[config.mk]
export PLATFORM = sky130hd
export DESIGN_NAME = glob_wildcard_matcher
export DESIGN_NICKNAME = d
export VERILOG_FILES = /design/src/hw/rtl/gwm_pkg.sv /design/src/hw/rtl/gwm_cell.sv /design/src/hw/rtl/gwm_skid.sv /design/src/hw/rtl/glob_wildcard_matcher.sv
export SDC_FILE = /design/constraint.sdc
export NUM_CORES = 1
export LEC_CHECK = 0
export BUFFER_PORTS_ARGS = -buffer_cell sky130_fd_sc_hd__buf_2
export CAP_MARGIN = 20
export CORE_UTILIZATION = 50
export DETAILED_ROUTE_END_ITERATION = 6
export PLACE_DENSITY = 0.64
export SYNTH_ARGS = -nofsm -noshare
export SYNTH_HDL_FRONTEND = slang
export SYNTH_SLANG_ARGS = --single-unit
export TNS_END_PERCENT = 1
[constraint.sdc]
create_clock -name clk -period 6.54 [get_ports clk]
set_input_delay 1.308 -clock clk [delete_from_list [all_inputs] [get_ports clk]]
set_output_delay 1.308 -clock clk [all_outputs]
set_load 0.01 [all_outputs]
[src/hw/rtl/gwm_pkg.sv]
// ----------------------------------------------------------------------------
// gwm_pkg
// Shared constants and types for the glob wildcard matcher.
// ----------------------------------------------------------------------------
`timescale 1ns / 1ps
`default_nettype none

package gwm_pkg;

  localparam int MAX_PATTERN = 32;
  localparam int LEN_W       = $clog2(MAX_PATTERN + 1);

  localparam logic [7:0] STAR_CHAR = 8'h2A;
  localparam logic [7:0] ANY_CHAR  = 8'h3F;

  localparam logic OP_LOAD    = 1'b0;
  localparam logic OP_SUBJECT = 1'b1;

  // Signals handed from one position cell to the next one up.
  typedef struct packed {
    logic step;   // previous position consumed the character
    logic close;  // previous position is an active star
    logic seed;   // restart value carried over a leading star
  } gwm_link_t;

  typedef struct packed {
    logic matched;
    logic overflow;
  } gwm_res_t;

endpackage

`default_nettype wire

[src/hw/rtl/gwm_cell.sv]
// ----------------------------------------------------------------------------
// gwm_cell
// One pattern position: stored byte plus its bit of the position vector.
// ----------------------------------------------------------------------------
`timescale 1ns / 1ps
`default_nettype none

module gwm_cell (
  input  wire logic              clk,
  input  wire logic              rst_n,
  input  wire logic              adv_i,
  input  wire logic              pend_i,
  input  wire logic              wr_en_i,
  input  wire logic [7:0]        wr_char_i,
  input  wire logic [7:0]        sub_char_i,
  input  wire logic              used_i,
  input  wire logic              head_i,
  input  wire gwm_pkg::gwm_link_t lnk_i,
  output gwm_pkg::gwm_link_t     lnk_o,
  output logic                   closed_o
);

  logic [7:0] ch_r;
  logic       a_r;
  logic       a_nxt;
  logic       is_star;
  logic       star_act;
  logic       hit;
  logic       a_cur;
  logic       base;

  always_comb begin
    is_star  = (ch_r == gwm_pkg::STAR_CHAR);
    star_act = used_i & is_star;
    hit      = (ch_r == gwm_pkg::ANY_CHAR) | (ch_r == sub_char_i);
    a_cur    = pend_i ? (head_i | lnk_i.seed) : a_r;
    base     = (star_act & a_cur) | lnk_i.step;
    closed_o = base | lnk_i.close;
    a_nxt    = adv_i ? closed_o : a_r;
    lnk_o.step  = a_cur & used_i & ~is_star & hit;
    lnk_o.close = star_act & base;
    lnk_o.seed  = head_i & star_act;
  end

  always_ff @(posedge clk) begin
    if (wr_en_i) begin
      ch_r <= wr_char_i;
    end
  end

  always_ff @(posedge clk) begin
    if (!rst_n) begin
      a_r <= 1'b0;
    end else begin
      a_r <= a_nxt;
    end
  end

endmodule

`default_nettype wire

[src/hw/rtl/gwm_skid.sv]
// ----------------------------------------------------------------------------
// gwm_skid
// Two-entry result buffer: output register plus skid word.
// ----------------------------------------------------------------------------
`timescale 1ns / 1ps
`default_nettype none

module gwm_skid (
  input  wire logic              clk,
  input  wire logic              rst_n,
  input  wire logic              push_i,
  input  wire gwm_pkg::gwm_res_t push_data_i,
  output logic                   full_o,
  output logic                   out_valid_o,
  input  wire logic              out_ready_i,
  output gwm_pkg::gwm_res_t      out_data_o
);

  logic              out_valid_r, out_valid_nxt;
  logic              sk_valid_r, sk_valid_nxt;
  gwm_pkg::gwm_res_t out_r, out_nxt;
  gwm_pkg::gwm_res_t sk_r, sk_nxt;

  always_comb begin
    out_valid_nxt = out_valid_r;
    sk_valid_nxt  = sk_valid_r;
    out_nxt       = out_r;
    sk_nxt        = sk_r;
    if (!out_valid_r || out_ready_i) begin
      if (sk_valid_r) begin
        out_valid_nxt = 1'b1;
        out_nxt       = sk_r;
        sk_valid_nxt  = push_i;
        sk_nxt        = push_data_i;
      end else begin
        out_valid_nxt = push_i;
        out_nxt       = push_data_i;
      end
    end else if (push_i) begin
      sk_valid_nxt = 1'b1;
      sk_nxt       = push_data_i;
    end
  end

  always_ff @(posedge clk) begin
    if (!rst_n) begin
      out_valid_r <= 1'b0;
      sk_valid_r  <= 1'b0;
    end else begin
      out_valid_r <= out_valid_nxt;
      sk_valid_r  <= sk_valid_nxt;
    end
  end

  always_ff @(posedge clk) begin
    out_r <= out_nxt;
    sk_r  <= sk_nxt;
  end

  assign full_o      = sk_valid_r;
  assign out_valid_o = out_valid_r;
  assign out_data_o  = out_r;

endmodule

`default_nettype wire

[src/hw/rtl/glob_wildcard_matcher.sv]
// ----------------------------------------------------------------------------
// glob_wildcard_matcher
// Glob matcher ('*' any run, '?' one byte) over a row of position cells.
// ----------------------------------------------------------------------------
// Takes one word per clock, pattern bytes and subject bytes alike. Each
// subject byte updates the whole position vector at once across the row of
// cells, so a new word can follow every cycle; the result of a final subject
// byte appears at the outputs in the cycle after it is taken when the
// output register is free. Results leave through a two-entry buffer, and
// input stalls while both entries are held, that is while a result waits in
// the skid word behind one the output has not yet handed off. Runs of stars
// are stored as a single star, which keeps the star closure to one cell step.
// ----------------------------------------------------------------------------
`timescale 1ns / 1ps
`default_nettype none

module glob_wildcard_matcher (
  input  wire logic       clk,
  input  wire logic       rst_n,
  input  wire logic       in_valid,
  output logic            in_ready,
  input  wire logic       in_operation,
  input  wire logic [7:0] in_character,
  input  wire logic       in_final_char,
  output logic            out_valid,
  input  wire logic       out_ready,
  output logic            out_matched,
  output logic            out_pattern_overflow
);

  localparam int MAX = gwm_pkg::MAX_PATTERN;
  localparam int LW  = gwm_pkg::LEN_W;

  logic [LW-1:0] slen_r, slen_nxt;
  logic [LW-1:0] olen_r, olen_nxt;
  logic          ovf_r, ovf_nxt;
  logic          complete_r, complete_nxt;
  logic          last_star_r, last_star_nxt;
  logic          pend_r, pend_nxt;

  logic          acc;
  logic          load_acc;
  logic          sub_acc;
  logic          restart;
  logic [LW-1:0] slen_eff;
  logic [LW-1:0] olen_eff;
  logic          last_star_eff;
  logic          in_star;
  logic          room;
  logic          store;
  logic          full;

  logic [MAX-1:0]     wr_en;
  logic [MAX-1:0]     used;
  logic [MAX:0]       closed_v;
  gwm_pkg::gwm_link_t lnk [MAX+1];
  gwm_pkg::gwm_res_t  res;
  gwm_pkg::gwm_res_t  out_data;

  assign in_ready = ~full;
  assign acc      = in_valid & in_ready;
  assign load_acc = acc & (in_operation == gwm_pkg::OP_LOAD);
  assign sub_acc  = acc & (in_operation == gwm_pkg::OP_SUBJECT);

  always_comb begin
    restart       = complete_r;
    slen_eff      = restart ? '0 : slen_r;
    olen_eff      = restart ? '0 : olen_r;
    last_star_eff = restart ? 1'b0 : last_star_r;
    in_star       = (in_character == gwm_pkg::STAR_CHAR);
    room          = (olen_eff < LW'(MAX));
    store         = room & ~(in_star & last_star_eff);

    slen_nxt      = slen_r;
    olen_nxt      = olen_r;
    ovf_nxt       = ovf_r;
    complete_nxt  = complete_r;
    last_star_nxt = last_star_r;
    pend_nxt      = pend_r;

    if (load_acc) begin
      complete_nxt  = in_final_char;
      pend_nxt      = 1'b1;
      ovf_nxt       = (restart ? 1'b0 : ovf_r) | ~room;
      olen_nxt      = room ? (olen_eff + LW'(1)) : olen_eff;
      slen_nxt      = store ? (slen_eff + LW'(1)) : slen_eff;
      last_star_nxt = store ? in_star : last_star_eff;
    end else if (sub_acc) begin
      pend_nxt = in_final_char;
    end
  end

  always_ff @(posedge clk) begin
    if (!rst_n) begin
      slen_r      <= '0;
      olen_r      <= '0;
      ovf_r       <= 1'b0;
      complete_r  <= 1'b0;
      last_star_r <= 1'b0;
      pend_r      <= 1'b1;
    end else begin
      slen_r      <= slen_nxt;
      olen_r      <= olen_nxt;
      ovf_r       <= ovf_nxt;
      complete_r  <= complete_nxt;
      last_star_r <= last_star_nxt;
      pend_r      <= pend_nxt;
    end
  end

  assign lnk[0] = '0;

  for (genvar i = 0; i < MAX; i++) begin : g_cell
    assign wr_en[i] = load_acc & store & (slen_eff == LW'(i));
    assign used[i]  = (LW'(i) < slen_r);

    gwm_cell u_cell (
      .clk        (clk),
      .rst_n      (rst_n),
      .adv_i      (sub_acc),
      .pend_i     (pend_r),
      .wr_en_i    (wr_en[i]),
      .wr_char_i  (in_character),
      .sub_char_i (in_character),
      .used_i     (used[i]),
      .head_i     (i == 0),
      .lnk_i      (lnk[i]),
      .lnk_o      (lnk[i+1]),
      .closed_o   (closed_v[i])
    );
  end

  assign closed_v[MAX] = lnk[MAX].step | lnk[MAX].close;

  assign res.matched  = closed_v[slen_r];
  assign res.overflow = ovf_r;

  gwm_skid u_skid (
    .clk         (clk),
    .rst_n       (rst_n),
    .push_i      (sub_acc & in_final_char),
    .push_data_i (res),
    .full_o      (full),
    .out_valid_o (out_valid),
    .out_ready_i (out_ready),
    .out_data_o  (out_data)
  );

  assign out_matched          = out_data.matched;
  assign out_pattern_overflow = out_data.overflow;

  a_len_order: assert property (@(posedge clk) disable iff (!rst_n)
    (slen_r <= olen_r) && (olen_r <= LW'(MAX)))
    else $error("stored length exceeds loaded length");

  a_ovf_full: assert property (@(posedge clk) disable iff (!rst_n)
    ovf_r |-> (olen_r == LW'(MAX)))
    else $error("overflow set with room left");

  a_result_out: assert property (@(posedge clk) disable iff (!rst_n)
    (sub_acc && in_final_char) |=> out_valid)
    else $error("final subject byte gave no result");

  a_load_restart: assert property (@(posedge clk) disable iff (!rst_n)
    load_acc |=> pend_r)
    else $error("pattern load did not restart positions");

endmodule

`default_nettype wire
Word level (Yosys, flattened, before mapping)
Cells that the tools add are included.

word-level totals
  bits in registers = 310
  input bits = 14
  word-level logic and storage cells = 660

cells by class
  add/subtract/negate cells = 2
  magnitude comparators = 34
  equality and inequality tests = 129
  muxes and demuxes = 49
  bitwise logic cells = 364
  reduce and logical (&&, ||, !) cells = 6

operator list
  cell                                                         count
  equality test 8 x 6 -> 1 bit (second input constant)         65
  equality test 8 bit                                          32
  AND 1 bit                                                    231
  equality test 6 x 5 -> 1 bit (second input constant)         16
  less-than comparator 5 x 6 -> 1 bit (first input constant)   16
  OR 1 bit                                                     96
  equality test 6 x 4 -> 1 bit (second input constant)         8
  less-than comparator 4 x 6 -> 1 bit (first input constant)   8
  2-to-1 mux 1 bit                                             40
  NOT 1 bit                                                    37
  equality test 6 x 3 -> 1 bit (second input constant)         4
  less-than comparator 3 x 6 -> 1 bit (first input constant)   4
  2-to-1 mux 6 bit                                             4
  adder 6 x 1 -> 6 bit (second input constant)                 2
  equality test 6 x 2 -> 1 bit (second input constant)         2
  less-than comparator 1 x 6 -> 1 bit (first input constant)   2
  less-than comparator 2 x 6 -> 1 bit (first input constant)   2
  2-to-1 mux 2 bit                                             4
  less-than comparator 6 x 7 -> 1 bit (second input constant)  1
  binary-select mux 1 bit (select 6 bit)                       1
  equality test 6 x 1 -> 1 bit (second input constant)         1
  logical NOT 6 bit                                            1
  less-than comparator 6 bit (second input constant)           1
  inequality test 2 x 1 -> 1 bit (second input constant)       1
  other kinds (5)                                              5

Depth between registers and ports, before layout
Gate-level depths: netlist of the first run.

  depth in word-level cells = 13
  mapped depth = 12
  gate-level depth less buffers = 9

Hierarchy
Synthesis of the first run repeated with hierarchy kept, for this count alone.

unflattened totals
  cell total of the unflattened synthesis = 1,624
  area, all modules = 16,973.8 sq um

by module, submodules not included
  module                 instances  cells an instance  area each (sq um)  sequential area each (sq um)
  gwm_cell               32         42                 467.9              260.2
  glob_wildcard_matcher  1          265                1,759.2            320.3
  gwm_skid               1          15                 240.2              160.2

Least setup slack after synthesis of the first run
No wires, ideal clock.

  path type = input -> register
  start = input in_character[7]
  end = register g_cell[11].u_cell.ch_r[0] (enable)
  setup time = 0.370 ns
  data arrival time = 3.281 ns
  data required time = 6.170 ns
  path slack = 2.889 ns
  stages = 11
  path buffers = 4
  cell sequence = buf_2 -> buf_2 -> buf_4 -> nor2_1 -> and4b_1 -> a21oi_1 -> nor2_1 -> nor2_1 -> nand2_1 -> buf_2 -> nor2_1

between the ends
  word-level cells in the longest chain between the ends = 6

RTL lines
  element                              RTL line                      text
  from (decl)                          glob_wildcard_matcher.sv:23   input wire logic [7:0] in_character,
  equality test 8 x 6 -> 1 bit         glob_wildcard_matcher.sv:70   in_star = (in_character == gwm_pkg::STAR_CHAR);
  AND 1 bit                            glob_wildcard_matcher.sv:72   store = room & ~(in_star & last_star_eff);
  NOT 1 bit                            glob_wildcard_matcher.sv:72
  AND 1 bit                            glob_wildcard_matcher.sv:72
  AND 1 bit (2 in a row)               glob_wildcard_matcher.sv:114  assign wr_en[i] = load_acc & store & (slen_eff == LW'(i));
  named net g_cell[11].u_cell.wr_en_i  gwm_cell.sv:13                input wire logic wr_en_i,
  to (signal assigned)                 gwm_cell.sv:47                ch_r <= wr_char_i;
  to (decl)                            gwm_cell.sv:23                logic [7:0] ch_r;

The timed path passes the listed nets, and every way through them passes these cells.
A chain may end at the register's enable or synchronous reset.

Final worst setup path of the first run
  start = input in_character[6]
  end = register g_cell[29].u_cell.ch_r[7] (enable)

between the ends
  word-level cells in the longest chain between the ends = 6

RTL lines
  element                              RTL line
  equality test 8 x 6 -> 1 bit         glob_wildcard_matcher.sv:70
  AND 1 bit                            glob_wildcard_matcher.sv:72
  NOT 1 bit                            glob_wildcard_matcher.sv:72
  AND 1 bit                            glob_wildcard_matcher.sv:72
  AND 1 bit (2 in a row)               glob_wildcard_matcher.sv:114
  named net g_cell[29].u_cell.wr_en_i  gwm_cell.sv:13
  to (signal assigned)                 gwm_cell.sv:47
  to (decl)                            gwm_cell.sv:23

The timed path passes the listed nets, and every way through them passes these cells.

==> results of run 1 <==
final cells by class:
class                   count  area, um^2  area share
flip-flops and latches    310        8810       0.492
clock inverters            14         118     0.00657
multi-input cells        1104        7120       0.398
clock buffers              45         966      0.0539
inverters                  17        63.8     0.00356
repair buffers             36         285      0.0159
well taps                 435         544      0.0304
sequential cells by signal (all words and copies together), names as in the netlist:
| register | count |
|---|---|
| ovf_r | 1 |
| u_skid.out_valid_o | 1 |
| u_skid.out_data_o | 2 |
| u_skid.sk_r | 2 |
| g_cell.u_cell.a_r | 32 |
| slen_r | 6 |
| pend_r | 1 |
| last_star_r | 1 |
| olen_r | 6 |
| u_skid.full_o | 1 |
| complete_r | 1 |
| g_cell.u_cell.ch_r | 256 |
Yosys cell counts, types with 8 or more instances:
library cell / n / area share
or3_1: 16 / 0.0061
nor2_1: 166 / 0.038
nand3_1: 48 / 0.015
a21oi_1: 49 / 0.015
and2_1: 10 / 0.0038
nand3b_1: 11 / 0.0050
xor2_1: 81 / 0.043
a211oi_1: 15 / 0.0069
nor3_1: 38 / 0.012
dfxtp_1: 50 / 0.061
and3_1: 15 / 0.0057
buf_2: 32 / 0.0098
o211ai_1: 13 / 0.0060
xnor2_1: 178 / 0.095
inv_1: 15 / 0.0034
nand4_1: 74 / 0.028
buf_4: 11 / 0.0050
clkbuf_1: 22 / 0.0050
o22ai_1: 8 / 0.0031
nand2_1: 95 / 0.022
nor3b_1: 11 / 0.0050
o21ai_0: 54 / 0.017
a31oi_1: 12 / 0.0046
nor2b_1: 17 / 0.0065
edfxtp_1: 260 / 0.48
nor4_1: 40 / 0.015
nand2b_1: 16 / 0.0061
critical path: cells and delay by family:
family | cells | cell delay [ns]
compound gates | 1 | 0.17
simple gates | 6 | 2.11
buf+inv | 1 | 0.54
routing by layer:
metal | share of wire | up-vias | global-route usage
met5 | 0 | - | 0
met4 | 0.025 | 0 | 0.0757
met1 | 0.46 | 5831 | 0.363
met3 | 0.070 | 70 | 0.0417
met2 | 0.45 | 407 | 0.397
li1 | - | 5591 | -
worst paths after layout:
kind | startpoint | end | slack (ns) | depth (start not counted)
setup / recovery | in_character[6] | g_cell[29].u_cell.ch_r[7] | 2.52 | 8
hold / removal | g_cell[18].u_cell.a_r | g_cell[18].u_cell.a_r | 0.45 | 2
setup reg to reg | slen_r[2] | u_skid.out_data_o[1] | 2.88 | 9
hold reg to reg | g_cell[18].u_cell.a_r | g_cell[18].u_cell.a_r | 0.45 | 2
cell families after synthesis:
kind of cell / synth area share
and+or+nand+nor: 0.190
DFF: 0.538
xor gates and xnor gates: 0.139
AOI/OAI and AO/OA: 0.100
buffers and inverters: 0.0270
adders and majority gates: 0.00382
muxes: 0.00191
power groups by stage:
| stage | clock, mW | sequential, mW | combinational (mW) |
|---|---|---|---|
| after floorplan | 0 | 2.20 | 0.161 |
| after global placement | 0 | 2.21 | 0.239 |
| after detailed placement | 0 | 2.21 | 0.243 |
| after CTS | 1.90 | 2.17 | 0.243 |
| after global routing | 1.98 | 2.17 | 0.262 |
| final | 1.87 | 2.17 | 0.242 |
per-stage QoR:
step / utilization / hold WS, ns / area, um^2 / total power [mW] / cells
final: 0.562 / 0.454 / 17900 / 4.28 / 1961
after global routing: 0.562 / 0.488 / 17900 / 4.41 / 1961
after CTS: 0.562 / 0.457 / 17900 / 4.32 / 1961
after detailed placement: 0.528 / 0.450 / 16800 / 2.45 / 1902
after global placement: 0.528 / 0.436 / 16800 / 2.45 / 1902
after floorplan: - / 0.427 / 16400 / 2.36 / 1502
==> impl_metrics.prom, run 1 <==
# TYPE chip_impl_metric gauge
chip_impl_metric{name="design.die.area",unit="um^2"} 33500
chip_impl_info{name="setup.worst_path.end_class",value="flip-flop"} 1
chip_impl_metric{name="maximum_number_of_pins_on_one_net_before_global_route_repair",unit=""} 51
chip_impl_metric{name="portBuffers",unit=""} 17
chip_impl_metric{name="synth_async_sr_flop_share",unit=""} 0
chip_impl_info{name="criticalPathCategory",value="in -> reg"} 1
chip_impl_metric{name="switching_power",unit="mW"} 0.929
chip_impl_metric{name="num_antenna_cells",unit=""} 0
chip_impl_metric{name="synth_sequential_area_ratio",unit=""} 0.538
chip_impl_metric{name="post_synth.cell_area_avg",unit="um^2"} 10.9
chip_impl_metric{name="post-cts-setup-buffer-count",unit=""} 0
chip_impl_metric{name="clk_path_buf_depth",unit=""} 3
chip_impl_metric{name="final.setup.tns",unit="ns"} 0
chip_impl_metric{name="timing.final.crit_period",unit="ns"} 4.02
chip_impl_metric{name="cts-buffers-inserted",unit=""} 35
chip_impl_info{name="tritoncts",value="yes"} 1
chip_impl_metric{name="grt_util_all_layers",unit=""} 0.254
chip_impl_metric{name="headroom_to_the_max_slew_limit",unit=""} 0.283
chip_impl_metric{name="drcViolationCount",unit=""} 0
chip_impl_metric{name="synthDistinctLibCells",unit=""} 86
chip_impl_metric{name="worst_slew_pin_slew",unit="ns"} 1.07
chip_impl_metric{name="grt_first_pass_wirelength",unit="um"} 65400
chip_impl_info{name="crit_slowest_cell",value="nor2_1"} 1
chip_impl_metric{name="die_y",unit="um"} 183
chip_impl_metric{name="drt_first_pass_iters",unit=""} 7
chip_impl_metric{name="hold_viol_final",unit=""} 0
chip_impl_metric{name="drt_iter0_markers",unit=""} 1148
chip_impl_info{name="critical_path.startpoint_type",value="input pin"} 1
chip_impl_metric{name="first_global_vias",unit=""} 11642
chip_impl_metric{name="syn-cell-area",unit="um^2"} 16400
chip_impl_metric{name="critical_path_required",unit="ns"} 6.68
chip_impl_metric{name="path_clk_slew",unit="ns"} 0.06
chip_impl_metric{name="globalRoute.totalOverflow",unit=""} 0
chip_impl_info{name="final_cell_mix",value="edfxtp_1, xnor2_1, nor2_1"} 1
chip_impl_metric{name="antenna_found_initial",unit=""} 0
chip_impl_metric{name="drt-wirelength-per-cell",unit="um"} 21.4
chip_impl_info{name="run_status",value="completed"} 1
chip_impl_metric{name="leakagePower",unit="nW"} 5.49
chip_impl_metric{name="post_route_cells_drive_above_1_share",unit=""} 0.0662
chip_impl_metric{name="synthToLayoutAreaGrowth",unit="%"} 9.38
chip_impl_info{name="final_common_cell",value="edfxtp_1"} 1
chip_impl_info{name="timing.critical_path.cells",value="buf_4, nor2_1, and4b_1, a21oi_1, nor2_1, nor2_1, nand2_1, nor2_1"} 1
chip_impl_metric{name="dieWidth",unit="um"} 183
chip_impl_metric{name="synth_fp_nets",unit=""} 1521
chip_impl_metric{name="arrival_worst_endpoint",unit="ns"} 4.17
chip_impl_metric{name="gate_count_post_synth",unit=""} 1502
chip_impl_metric{name="hpwlAfterDp",unit="um"} 27500
chip_impl_metric{name="preCtsSetupSlack",unit="ns"} 2.10
chip_impl_metric{name="yosysWarnings",unit=""} 0
chip_impl_metric{name="cts-hold-fix-buffers",unit=""} 0
chip_impl_metric{name="worst_slack",unit="ns"} 2.52
chip_impl_metric{name="seq_power_share",unit=""} 0.507
chip_impl_metric{name="worst_skew_pair.late_latency",unit="ns"} 0.52
chip_impl_metric{name="intPower",unit="mW"} 3.35
chip_impl_metric{name="critical_path.max_fanout",unit=""} 43
chip_impl_metric{name="vias_post_dr",unit=""} 11899
chip_impl_metric{name="num-nets-final",unit=""} 1523
chip_impl_metric{name="i_o_pins",unit=""} 18
chip_impl_metric{name="post_cts_resize_count",unit=""} 0
chip_impl_metric{name="finalClockSkew",unit="ns"} 0.0198
chip_impl_info{name="postSynth.topFlopCell",value="edfxtp_1"} 1
chip_impl_info{name="grt_setup_unrepaired",value="no"} 1
chip_impl_info{name="crit_path_frequent_cell",value="nor2_1"} 1
chip_impl_metric{name="fmaxAchievable",unit="MHz"} 248
chip_impl_metric{name="floorplan.initialDensity",unit=""} 0.514
chip_impl_metric{name="maxCapViolCount",unit=""} 0
chip_impl_metric{name="setup_viol_count_final",unit=""} 0
chip_impl_metric{name="fill_cells",unit=""} 2725
chip_impl_metric{name="power.share.switching",unit=""} 0.217
chip_impl_metric{name="placeable_area",unit="um^2"} 31900
chip_impl_metric{name="power.ir.vdd_worst",unit="mV"} 0.210
chip_impl_metric{name="fp-row-count",unit=""} 65
chip_impl_metric{name="gp_routability_congestion",unit=""} 0.858
chip_impl_info{name="hp-class",value="reg -> reg"} 1
chip_impl_info{name="clock-root-buffer",value="clkbuf_16"} 1
chip_impl_metric{name="antenna_left",unit=""} 0
chip_impl_metric{name="htree_levels",unit=""} 2
chip_impl_metric{name="clkSinkCount",unit=""} 310
chip_impl_metric{name="timing.final.max_slew_violations",unit=""} 0
chip_impl_metric{name="critical_path.max_stage_delay",unit="ns"} 0.77
chip_impl_metric{name="final.period_utilization",unit=""} 0.615
chip_impl_metric{name="p_comb_frac",unit=""} 0.057
chip_impl_metric{name="power_density",unit="nW/um^2"} 239
chip_impl_metric{name="post_drt_via_cell_ratio",unit=""} 6.07
chip_impl_metric{name="clockPowerShare",unit=""} 0.437
chip_impl_metric{name="ys_seq_elements",unit=""} 310
chip_impl_metric{name="count_of_flip_flops_with_a_built_in_enable_after_synthesis",unit=""} 260
chip_impl_metric{name="route.final.wire_length",unit="um"} 41900
(Power assumes the default switching activity.)
==> run 2, diff against run 1 <==
--- a/config.mk
+++ b/config.mk
@@ -9,7 +9,7 @@
 export CAP_MARGIN = 20
 export CORE_UTILIZATION = 50
 export DETAILED_ROUTE_END_ITERATION = 6
-export PLACE_DENSITY = 0.64
+export PLACE_DENSITY = 0.67
 export SYNTH_ARGS = -nofsm -noshare
 export SYNTH_HDL_FRONTEND = slang
 export SYNTH_SLANG_ARGS = --single-unit
==> constraint.sdc (replaced) <==
create_clock -name clk -period 3.7 [get_ports clk]
set_input_delay 0.74 -clock clk [delete_from_list [all_inputs] [get_ports clk]]
set_output_delay 0.74 -clock clk [all_outputs]
set_load 0.01 [all_outputs]
==> run 2 against run 1 <==
Against the previous run:
- combinational power rose by 98%
- cell count is 5.1% higher
- first-iteration DRC count shrank 2.0%
- die area is the same
- clock skew is 0.0022 ns higher
- register-to-register slack got worse by 2.5 ns
- cell area grew 4.8%
- critical path depth grew 2
- count of clock-buffer cells in the layout is 2 higher
==> impl_metrics.prom, run 2 (same netlist as run 1, synthesis figures left out) <==
# TYPE chip_impl_metric gauge
chip_impl_info{name="setup.worst_path.end_class",value="flip-flop"} 1
chip_impl_info{name="criticalPathCategory",value="reg -> reg"} 1
chip_impl_metric{name="headroom_to_the_max_slew_limit",unit=""} 0.386
chip_impl_metric{name="arrival_worst_endpoint",unit="ns"} 3.67
chip_impl_metric{name="floorplan.initialDensity",unit=""} 0.514
chip_impl_info{name="crit_path_frequent_cell",value="a41oi_2"} 1
chip_impl_metric{name="antenna_found_initial",unit=""} 0
chip_impl_metric{name="preCtsSetupSlack",unit="ns"} 0.0990
chip_impl_metric{name="drt_first_pass_iters",unit=""} 5
chip_impl_info{name="tritoncts",value="yes"} 1
chip_impl_info{name="largest_register",value="g_cell.u_cell.ch_r"} 1
chip_impl_metric{name="post_drt_via_cell_ratio",unit=""} 6.03
chip_impl_metric{name="path_clk_slew",unit="ns"} 0.06
chip_impl_metric{name="drt-wirelength-per-cell",unit="um"} 21.0
chip_impl_metric{name="critical_path_required",unit="ns"} 4.08
chip_impl_metric{name="gp_routability_congestion",unit=""} 0.953
chip_impl_metric{name="critical_path.max_stage_delay",unit="ns"} 0.89
chip_impl_info{name="final_cell_mix",value="edfxtp_1, xnor2_1, nor2_1"} 1
chip_impl_info{name="crit_family",value="compound AO/OA/AOI/OAI gates"} 1
chip_impl_metric{name="setup_viol_count_final",unit=""} 0
chip_impl_metric{name="clk_path_buf_depth",unit=""} 3
chip_impl_metric{name="first_global_vias",unit=""} 12224
chip_impl_metric{name="antenna_left",unit=""} 0
chip_impl_metric{name="worstPathBufferInverterCount",unit=""} 1
chip_impl_metric{name="vias_post_dr",unit=""} 12422
chip_impl_info{name="regs_by_ff_count",value="g_cell.u_cell.ch_r: 256 flops, g_cell.u_cell.a_r: 32 flops"} 1
chip_impl_info{name="timing.critical_path.cells",value="nand4_1, a21oi_1, a41oi_1, a2bb2oi_1, buf_4, a311oi_1, o211ai_1, a211oi_1, a41oi_2, a41oi_2"} 1
chip_impl_metric{name="cts-buffers-inserted",unit=""} 35
chip_impl_metric{name="route.final.wire_length",unit="um"} 43200
chip_impl_info{name="run_status",value="completed"} 1
chip_impl_metric{name="drt_iter0_markers",unit=""} 1125
chip_impl_metric{name="num_antenna_cells",unit=""} 0
chip_impl_metric{name="power.ir.vdd_worst",unit="mV"} 0.378
chip_impl_metric{name="post-cts-setup-buffer-count",unit=""} 0
chip_impl_metric{name="worst_skew_pair.late_latency",unit="ns"} 0.53
chip_impl_metric{name="placeable_area",unit="um^2"} 31900
chip_impl_metric{name="worst_slack",unit="ns"} 0.408
chip_impl_metric{name="maxCapViolCount",unit=""} 0
chip_impl_metric{name="final.setup.tns",unit="ns"} 0
chip_impl_metric{name="timing.final.crit_period",unit="ns"} 3.29
chip_impl_metric{name="design.die.area",unit="um^2"} 33500
chip_impl_metric{name="i_o_pins",unit=""} 18
chip_impl_info{name="crit_slowest_cell",value="dfxtp_1"} 1
chip_impl_metric{name="hold_viol_final",unit=""} 0
chip_impl_metric{name="critical_path.max_fanout",unit=""} 19
chip_impl_metric{name="die_y",unit="um"} 183
chip_impl_metric{name="synthToLayoutAreaGrowth",unit="%"} 14.6
chip_impl_metric{name="clkSinkCount",unit=""} 310
chip_impl_metric{name="fmaxAchievable",unit="MHz"} 304
chip_impl_metric{name="portBuffers",unit=""} 17
chip_impl_metric{name="grt_util_all_layers",unit=""} 0.263
chip_impl_metric{name="fp-row-count",unit=""} 65
chip_impl_info{name="clock-root-buffer",value="clkbuf_16"} 1
chip_impl_metric{name="globalRoute.totalOverflow",unit=""} 0
chip_impl_metric{name="timing.final.max_slew_violations",unit=""} 0
chip_impl_metric{name="final_cell_utilization_of_the_core",unit=""} 0.589
chip_impl_metric{name="dieWidth",unit="um"} 183
chip_impl_metric{name="final.period_utilization",unit=""} 0.890
chip_impl_metric{name="htree_levels",unit=""} 2
chip_impl_info{name="critical_path.startpoint_type",value="flip-flop"} 1
chip_impl_metric{name="worst_slew_pin_slew",unit="ns"} 0.918
chip_impl_metric{name="post_route_cells_drive_above_1_share",unit=""} 0.123
chip_impl_metric{name="post_cts_resize_count",unit=""} 0
chip_impl_metric{name="num-nets-final",unit=""} 1619
chip_impl_metric{name="drcViolationCount",unit=""} 0
chip_impl_info{name="grt_setup_unrepaired",value="no"} 1
chip_impl_metric{name="max_ffs_per_register",unit=""} 256
chip_impl_metric{name="leakagePower",unit="nW"} 6.04
chip_impl_metric{name="fin_total_pwr",unit="mW"} 7.75
chip_impl_metric{name="maximum_number_of_pins_on_one_net_before_global_route_repair",unit=""} 50
chip_impl_metric{name="hpwlAfterDp",unit="um"} 29600
chip_impl_metric{name="power_density",unit="nW/um^2"} 413
chip_impl_info{name="final_common_cell",value="edfxtp_1"} 1
chip_impl_metric{name="cts-hold-fix-buffers",unit=""} 0
chip_impl_info{name="hp-class",value="reg -> reg"} 1
chip_impl_metric{name="grt_first_pass_wirelength",unit="um"} 68200
chip_impl_metric{name="finalClockSkew",unit="ns"} 0.0220
chip_impl_metric{name="fill_cells",unit=""} 2707
[run 2: cell types whose count changed in the layout (fill, tap and decap cells not counted), sizes merged]
cell      previous run  this run
buf                 36       132
clkbuf              45        47
clkinvlp             2         0
inv                 15        17
bufinv               2         3
clkinv              12        13
[run 2: layer usage]
metal	wire length, um	up-vias	track usage
li1	-	5782	-
met1	19000	6083	0.367
met2	19700	463	0.418
met3	3210	94	0.0449
met4	1350	0	0.0883
met5	0	-	0
[run 2: worst register-to-register path: cells and delay by family, from the launching register on]
family | cells | cell delay (ns)
buf+inv | 1 | 0.17
flops | 1 | 0.89
simple gates | 1 | 0.20
compound gates | 8 | 1.90
[run 2: area by class of cell]
cell class	instances	area, um^2	share of cell area
Clock inverter	16	168	0.00894
Timing Repair Buffer	132	1090	0.0582
Tap cell	435	544	0.0290
Inverter	17	63.8	0.00340
Clock buffer	47	962	0.0513
Sequential cell	310	8810	0.469
Multi-Input combinational cell	1104	7120	0.380
[run 2: final timing paths]
| check | startpoint | depth (start not counted) | slack (ns) | endpoint |
|---|---|---|---|---|
| max | slen_r[2] | 10 | 0.41 | u_skid.out_data_o[1] |
| min | g_cell[18].u_cell.a_r | 2 | 0.46 | g_cell[18].u_cell.a_r |
| max reg2reg | slen_r[2] | 10 | 0.41 | u_skid.out_data_o[1] |
| min reg2reg | g_cell[18].u_cell.a_r | 2 | 0.46 | g_cell[18].u_cell.a_r |
[run 2: metrics by stage]
step / instance area, um^2 / std cells / hold slack [ns]
after floorplan: 16400 / 1502 / 0.427
after global placement: 17600 / 1998 / 0.438
after detailed placement: 17600 / 1998 / 0.449
after CTS: 18800 / 2061 / 0.459
after global routing: 18800 / 2061 / 0.475
final: 18800 / 2061 / 0.457
[run 2: power breakdown]
part,switching [mW],leakage (nW),internal [mW]
clock network,1.40,0.554,2.04
registers,0.0240,2.75,3.81
logic,0.297,2.74,0.184
